**src/rtl/core/u8v_pkg.sv**
```systemverilog
// shared types, byte class codes and sizing constants for the utf-8 validator
package u8v_pkg;

	localparam int QUEUE_DEPTH = 4;

	localparam int KIND_W = 3;

	// byte classes found by the front end
	localparam logic [KIND_W-1:0] KIND_ASCII = 3'd0;
	localparam logic [KIND_W-1:0] KIND_CONT  = 3'd1;
	localparam logic [KIND_W-1:0] KIND_LEAD2 = 3'd2;
	localparam logic [KIND_W-1:0] KIND_LEAD3 = 3'd3;
	localparam logic [KIND_W-1:0] KIND_LEAD4 = 3'd4;
	localparam logic [KIND_W-1:0] KIND_BAD   = 3'd5;

	localparam int CP_W = 21;

	localparam logic [CP_W-1:0] MIN_CP2       = 21'h000080;
	localparam logic [CP_W-1:0] MIN_CP3       = 21'h000800;
	localparam logic [CP_W-1:0] MIN_CP4       = 21'h010000;
	localparam logic [CP_W-1:0] SURROGATE_LO  = 21'h00D800;
	localparam logic [CP_W-1:0] SURROGATE_HI  = 21'h00DFFF;
	localparam logic [CP_W-1:0] MAX_CP        = 21'h10FFFF;

	typedef struct packed {
		logic [KIND_W-1:0] kind;
		logic [5:0]        bits;
		logic              last;
	} u8v_beat_t;

endpackage

```
**src/rtl/core/utf8_stream_validator.sv**
```systemverilog
// top level of the streaming utf-8 string validator
// Takes one byte per beat on the input channel, with last_byte marking the final byte
// of a string, and gives one result beat per string: string_valid is 1 when the whole
// string is well-formed utf-8 (no bad lead or continuation byte, no truncated final
// sequence, no overlong form, no surrogate, nothing above U+10FFFF). The block sustains
// one byte per clock cycle while the output side does not hold it back. A byte passes a
// registered classify stage, a small queue of FIFO_DEPTH entries and the sequence checker,
// whose verdict for each string sits in a result register; the queue and the result
// register let input keep flowing while a result waits to be taken.
module utf8_stream_validator #(
	parameter int FIFO_DEPTH = u8v_pkg::QUEUE_DEPTH
) (
	input  logic       clk,
	input  logic       arst_n,
	input  logic       in_valid,
	output logic       in_ready,
	input  logic [7:0] data_byte,
	input  logic       last_byte,
	output logic       out_valid,
	input  logic       out_ready,
	output logic       string_valid
);
	import u8v_pkg::*;

	logic      push_valid;
	logic      push_ready;
	u8v_beat_t push_beat;
	logic      pop_valid;
	logic      pop_ready;
	u8v_beat_t pop_beat;

	u8v_front u_front (
		.clk        (clk),
		.arst_n     (arst_n),
		.in_valid   (in_valid),
		.in_ready   (in_ready),
		.data_byte  (data_byte),
		.last_byte  (last_byte),
		.push_valid (push_valid),
		.push_ready (push_ready),
		.push_beat  (push_beat)
	);

	u8v_queue #(
		.DEPTH (FIFO_DEPTH)
	) u_queue (
		.clk        (clk),
		.arst_n     (arst_n),
		.push_valid (push_valid),
		.push_ready (push_ready),
		.push_beat  (push_beat),
		.pop_valid  (pop_valid),
		.pop_ready  (pop_ready),
		.pop_beat   (pop_beat)
	);

	u8v_back u_back (
		.clk          (clk),
		.arst_n       (arst_n),
		.pop_valid    (pop_valid),
		.pop_ready    (pop_ready),
		.pop_beat     (pop_beat),
		.out_valid    (out_valid),
		.out_ready    (out_ready),
		.string_valid (string_valid)
	);

endmodule

```
**src/rtl/core/u8v_front.sv**
```systemverilog
// front end: accepts input bytes and registers their class and payload bits
module u8v_front (
	input  logic                clk,
	input  logic                arst_n,
	input  logic                in_valid,
	output logic                in_ready,
	input  logic [7:0]          data_byte,
	input  logic                last_byte,
	output logic                push_valid,
	input  logic                push_ready,
	output u8v_pkg::u8v_beat_t  push_beat
);
	import u8v_pkg::*;

	u8v_beat_t beat_c;
	u8v_beat_t beat_s1;
	logic      valid_s1;

	always_comb begin
		beat_c.last = last_byte;
		case (data_byte) inside
			[8'h00:8'h7F]: begin
				beat_c.kind = KIND_ASCII;
				beat_c.bits = 6'd0;
			end
			[8'h80:8'hBF]: begin
				beat_c.kind = KIND_CONT;
				beat_c.bits = data_byte[5:0];
			end
			[8'hC0:8'hDF]: begin
				beat_c.kind = KIND_LEAD2;
				beat_c.bits = {1'b0, data_byte[4:0]};
			end
			[8'hE0:8'hEF]: begin
				beat_c.kind = KIND_LEAD3;
				beat_c.bits = {2'b00, data_byte[3:0]};
			end
			[8'hF0:8'hF7]: begin
				beat_c.kind = KIND_LEAD4;
				beat_c.bits = {3'b000, data_byte[2:0]};
			end
			default: begin
				beat_c.kind = KIND_BAD;
				beat_c.bits = 6'd0;
			end
		endcase
	end

	assign in_ready   = !valid_s1 || push_ready;
	assign push_valid = valid_s1;
	assign push_beat  = beat_s1;

	always_ff @(posedge clk or negedge arst_n) begin
		if (!arst_n) begin
			valid_s1 <= 1'b0;
		end else if (in_ready) begin
			valid_s1 <= in_valid;
		end
	end

	always_ff @(posedge clk) begin
		if (in_valid && in_ready) begin
			beat_s1 <= beat_c;
		end
	end

endmodule

```
**src/rtl/core/u8v_queue.sv**
```systemverilog
// short queue of classified beats between front and back
module u8v_queue #(
	parameter int DEPTH = u8v_pkg::QUEUE_DEPTH
) (
	input  logic                clk,
	input  logic                arst_n,
	input  logic                push_valid,
	output logic                push_ready,
	input  u8v_pkg::u8v_beat_t  push_beat,
	output logic                pop_valid,
	input  logic                pop_ready,
	output u8v_pkg::u8v_beat_t  pop_beat
);
	import u8v_pkg::*;

	localparam int PTR_W = (DEPTH > 1) ? $clog2(DEPTH) : 1;
	localparam int CNT_W = $clog2(DEPTH + 1);
	localparam logic [PTR_W-1:0] LAST_PTR = PTR_W'(DEPTH - 1);
	localparam logic [CNT_W-1:0] FULL_CNT = CNT_W'(DEPTH);

	u8v_beat_t        mem_q [DEPTH];
	logic [PTR_W-1:0] wr_ptr_q;
	logic [PTR_W-1:0] rd_ptr_q;
	logic [CNT_W-1:0] count_q;
	logic             do_push;
	logic             do_pop;

	assign push_ready = (count_q != FULL_CNT);
	assign pop_valid  = (count_q != '0);
	assign pop_beat   = mem_q[rd_ptr_q];
	assign do_push    = push_valid && push_ready;
	assign do_pop     = pop_valid && pop_ready;

	always_ff @(posedge clk or negedge arst_n) begin
		if (!arst_n) begin
			wr_ptr_q <= '0;
			rd_ptr_q <= '0;
			count_q  <= '0;
		end else begin
			if (do_push) begin
				wr_ptr_q <= (wr_ptr_q == LAST_PTR) ? '0 : wr_ptr_q + 1'b1;
			end
			if (do_pop) begin
				rd_ptr_q <= (rd_ptr_q == LAST_PTR) ? '0 : rd_ptr_q + 1'b1;
			end
			if (do_push && !do_pop) begin
				count_q <= count_q + 1'b1;
			end else if (do_pop && !do_push) begin
				count_q <= count_q - 1'b1;
			end
		end
	end

	always_ff @(posedge clk) begin
		if (do_push) begin
			mem_q[wr_ptr_q] <= push_beat;
		end
	end

endmodule

```
**src/rtl/core/u8v_back.sv**
```systemverilog
// back end: sequence tracking, code point checks and the result register
module u8v_back (
	input  logic                clk,
	input  logic                arst_n,
	input  logic                pop_valid,
	output logic                pop_ready,
	input  u8v_pkg::u8v_beat_t  pop_beat,
	output logic                out_valid,
	input  logic                out_ready,
	output logic                string_valid
);
	import u8v_pkg::*;

	logic [1:0]      pending_q;
	logic [CP_W-1:0] cp_q;
	logic [1:0]      seq_len_q;
	logic            err_q;
	logic            out_valid_q;
	logic            result_q;

	logic [1:0]      pending_n;
	logic [CP_W-1:0] cp_n;
	logic [1:0]      seq_len_n;
	logic            err_n;
	logic [CP_W-1:0] cp_shift;
	logic [CP_W-1:0] min_cp;
	logic            take;

	// a final beat waits only if the result slot stays busy
	assign pop_ready    = !pop_beat.last || !out_valid_q || out_ready;
	assign take         = pop_valid && pop_ready;
	assign out_valid    = out_valid_q;
	assign string_valid = result_q;
	assign cp_shift     = {cp_q[CP_W-7:0], pop_beat.bits};

	always_comb begin
		case (seq_len_q)
			2'd1:    min_cp = MIN_CP2;
			2'd2:    min_cp = MIN_CP3;
			default: min_cp = MIN_CP4;
		endcase
	end

	always_comb begin
		pending_n = pending_q;
		cp_n      = cp_q;
		seq_len_n = seq_len_q;
		err_n     = err_q;
		if (!err_q) begin
			if (pending_q == 2'd0) begin
				case (pop_beat.kind)
					KIND_ASCII: begin
					end
					KIND_LEAD2: begin
						pending_n = 2'd1;
						seq_len_n = 2'd1;
						cp_n      = {15'd0, pop_beat.bits};
					end
					KIND_LEAD3: begin
						pending_n = 2'd2;
						seq_len_n = 2'd2;
						cp_n      = {15'd0, pop_beat.bits};
					end
					KIND_LEAD4: begin
						pending_n = 2'd3;
						seq_len_n = 2'd3;
						cp_n      = {15'd0, pop_beat.bits};
					end
					default: err_n = 1'b1;
				endcase
			end else if (pop_beat.kind != KIND_CONT) begin
				err_n = 1'b1;
			end else begin
				pending_n = pending_q - 2'd1;
				cp_n      = cp_shift;
				if (pending_q == 2'd1) begin
					// sequence complete: overlong, surrogate and range checks
					if (cp_shift < min_cp ||
					    (cp_shift >= SURROGATE_LO && cp_shift <= SURROGATE_HI) ||
					    cp_shift > MAX_CP) begin
						err_n = 1'b1;
					end
					cp_n      = '0;
					seq_len_n = 2'd0;
				end
			end
		end
	end

	always_ff @(posedge clk or negedge arst_n) begin
		if (!arst_n) begin
			pending_q   <= 2'd0;
			cp_q        <= '0;
			seq_len_q   <= 2'd0;
			err_q       <= 1'b0;
			out_valid_q <= 1'b0;
		end else begin
			if (take && pop_beat.last) begin
				pending_q <= 2'd0;
				cp_q      <= '0;
				seq_len_q <= 2'd0;
				err_q     <= 1'b0;
			end else if (take) begin
				pending_q <= pending_n;
				cp_q      <= cp_n;
				seq_len_q <= seq_len_n;
				err_q     <= err_n;
			end
			if (take && pop_beat.last) begin
				out_valid_q <= 1'b1;
			end else if (out_ready) begin
				out_valid_q <= 1'b0;
			end
		end
	end

	always_ff @(posedge clk) begin
		if (take && pop_beat.last) begin
			result_q <= !err_n && (pending_n == 2'd0);
		end
	end

endmodule

```
**config.mk**
```make
export PLATFORM = sky130hd
export DESIGN_NAME = utf8_stream_validator
export DESIGN_NICKNAME = d
export VERILOG_FILES = /design/src/rtl/core/u8v_pkg.sv /design/src/rtl/core/utf8_stream_validator.sv /design/src/rtl/core/u8v_front.sv /design/src/rtl/core/u8v_queue.sv /design/src/rtl/core/u8v_back.sv
export SDC_FILE = /design/constraint.sdc
export NUM_CORES = 1
export LEC_CHECK = 0
export ABC_AREA = 1
export BUFFER_PORTS_ARGS = -buffer_cell sky130_fd_sc_hd__buf_2
export CAP_MARGIN = 20
export CORE_UTILIZATION = 60
export CTS_BUF_LIST = sky130_fd_sc_hd__clkbuf_2 sky130_fd_sc_hd__clkbuf_4 sky130_fd_sc_hd__clkbuf_8
export DETAILED_ROUTE_END_ITERATION = 10
export GPL_TIMING_DRIVEN = 0
export PLACE_DENSITY = 0.86
export RECOVER_POWER = 50
export SLEW_MARGIN = 20
export SYNTH_ARGS = -nofsm -noshare
export SYNTH_HDL_FRONTEND = slang
export SYNTH_SLANG_ARGS = --single-unit
```
**constraint.sdc**
```tcl
create_clock -name clk -period 3.41 [get_ports clk]
set_clock_uncertainty 0.2 [all_clocks]
set_input_delay 0.1705 -clock clk [delete_from_list [all_inputs] [get_ports clk]]
set_output_delay 0.1705 -clock clk [all_outputs]
set_load 0.02 [all_outputs]
```
==> metrics <==
status=complete, but fails checks; failing checks=capacitance limit, slew limit; Final Cycle Share=74.3%; GP Congestion=0.837; Cells after Synth=411; layout cells sized above 1=11.6%; Reg clk slew, reported paths=about 0.090 ns; R2R Setup Slk=around 0.88 ns; reg2reg end=u_queue.count_q[2]; Critical Path Start Type=flip-flop; Area contributors post-synth=edfxtp_1, dfrtp_1, nand2_1, inv_1, nand3_1; synth unique cells=31; Core ar.=6060 um2; die extent in x=82.1 um; worst vdd ir=0.465 mV; CP arrival=about 2.6 ns; RSZ-0062 raised after global routing=false; Hold Path Stages=2; CTS buffer count=9; Power Density=941 nW/um2; via/cell ratio=about 5.3; Starting DRT DRC Count=170; reg2reg path depth=13; CTS tree=built; CP Capture Type=flip-flop; Rows=28; synthesis-to-finish area growth=12.5%; number of synthesized flops with an enable pin=51; Starting Density=63.4%; I/O pins=16; Clk Tree Root Cell=clkbuf_8; Ys Warns=0; sequential area share after synthesis=58.7%; n_diodes=0; number of global-route vias before repair=2,676; DR WL/cell=between 10 and 15 um; I/O Buffers=15; #FFs+latches synth=80; Req. time, crit path=3.45 ns; Primary FF master, synth=edfxtp_1; count leader, synth=nand2_1; Die Y-Extent=82.1 um; top cells by count, synth=nand2_1, edfxtp_1, inv_1, nor2_1, nand3_1; # nets final=476; vias=2,816; Slew HR=-6.96%; final core utilization=71.3%; Post-Syn Nets=437; Clock Sinks=80; post-synth top area share=39.8%; Mean Syn Cell Area=~9.4 um2; DRT Pass-1 Iters=5; DRC Markers=0; Detailed Place HPWL=4850 um; clk buf depth=2; total gr overflow=0; Hold EP=u_front.push_beat[6]; Slew Limit Fails=30; Final Critical Period=2.53 ns; Lkg Pwr=0.00201 uW; H-Tree Depth=3; fmax=395 MHz; Max Fanout on Critical Path=7; die area=6730 um2; Hold Crit Class=in -> reg; Reg-to-Reg Start=u_queue.rd_ptr_q[0]; Hold Startpoint=data_byte[5]; Async SR Flop Fraction=36.3%; final antenna-violating net count=0; Worst Path Class, Setup=reg -> reg; pin count of the biggest net entering global routing=30; Max-Cap Viols=1; setup_tns=0 ns; first-pass GRT wire length=about 12,000 um; worst skew pair latency=0.36 ns; worst-margin pin slew=~1.6 ns; final hold vios=0; Overall Global Routing Usage=25.4%; initial antenna violation count=0; WL final=7240 um; Post-CTS Repair Setup Buffers=0; count of final setup violators=0; cell taking the most area after synthesis=edfxtp_1; Cell Area, Synth=3840 um2
## stage by stage
stage | setup slack [ns] | total power, uW | hold WS (ns) | std cells | instance area, um2
after floorplan | 1.21 | 2940 | -0.325 | 411 | 3840
after global placement | 0.931 | 3310 | 0.0376 | 501 | 4010
after detailed placement | 0.913 | 3390 | 0.0456 | 501 | 4010
after CTS | 0.882 | 4060 | 0.000717 | 530 | 4330
after global routing | 0.674 | 4410 | 0.00964 | 530 | 4320
final | 0.877 | 4070 | 0.00736 | 530 | 4320
## layer usage
layer	share of wire, %	vias to the layer above	global-route usage [%]	wire [um]
met3	4.3	20	5.00	311
met4	3.1	0	16.8	223
met1	44	1297	30.6	3170
met5	0	-	0	0
met2	49	82	41.2	3530
li1	-	1417	-	-
## cells in the final DEF, fill, tap and decap left out, types with 2 or more instances in the layout
cell           count
inv_1             44
o21ai_0           10
inv_2              4
edfxtp_1          51
nand2_2            8
nand2_1          133
a211oi_1           4
nand3_2            3
nor2_1            34
nand3_1           31
buf_2             13
nand4_1            4
inv_6              3
a21oi_1           18
clkbuf_1           7
nor3_1             5
clkbuf_8           9
dlygate4sd3_1     13
ha_1              12
dfrtp_1           29
inv_8              2
buf_6              3
## cell type report
class                           instances  area [um2]
Sequential cell                        80        2260
Fill cell                             422        1740
Multi-Input combinational cell        274        1340
Timing Repair Buffer                   28         199
Inverter                               48         180
Clock buffer                            9         124
Tap cell                               75        93.8
Buffer                                  9        63.8
Clock inverter                          7        62.6
## worst max-delay path: stages, from the launching register on
cell     delay (ns)
dfrtp_1        0.47
inv_2          0.13
nand2_1        0.06
nand3_1        0.07
nand2_1        0.09
nand2_1        0.09
nand2_1        0.15
inv_2          0.15
ha_1           0.15
inv_1          0.06
fa_1           0.38
a21oi_1        0.14
o21ai_0        0.11
xor2_1         0.16
## power by group
group / internal [uW] / switching, uW / leakage, uW
Clock: 282 / 390 / 0.0000984
Sequential: 1340 / 167 / 0.000853
Combinational: 638 / 1250 / 0.00106
## worst max-delay path by stage
| stage | startpoint | cells after the start | end | slack [ns] |
|---|---|---|---|---|
| after global placement | u_queue.rd_ptr_q[0] | 13 | u_queue.count_q[2] | 0.93 |
| after floorplan | u_queue.rd_ptr_q[0] | 13 | u_queue.count_q[2] | 1.21 |
| after global routing | u_queue.rd_ptr_q[0] | 13 | u_queue.count_q[2] | 0.67 |
| after CTS | u_queue.rd_ptr_q[0] | 13 | u_queue.count_q[2] | 0.88 |
| final | u_queue.rd_ptr_q[0] | 13 | u_queue.count_q[2] | 0.88 |
| after detailed placement | u_queue.rd_ptr_q[0] | 13 | u_queue.count_q[2] | 0.91 |
## state kept, by name, summed over array words and instances, names as in the netlist
name and cells:
u_back.cp_q 15, u_back.err_q 1, u_back.out_valid 1, u_back.pending_q 2, u_back.seq_len_q 2, u_back.string_valid 1, u_front.push_beat 10, u_front.push_valid 1
u_queue.count_q 3, u_queue.mem_q 40, u_queue.rd_ptr_q 2, u_queue.wr_ptr_q 2
## kinds of logic after synthesis
family | after synthesis | share of synthesized area [%]
XOR/XNOR | 2 | 0.456
AND/OR/NAND/NOR | 223 | 24.7
adder cells (fa/ha/maj) | 13 | 4.43
buffers and inverters | 57 | 6.35
multiplexers | 1 | 0.293
AO/OA/AOI/OAI | 35 | 5.08
flip-flops | 80 | 58.7
## what timing repair did
item | in CTS | in global routing
hold buffers | 13 | 0
hold endpoints to repair | 39 | 0
gates resized for setup | 0 | 0
No activity file was read; power rests on OpenSTA's default activity.
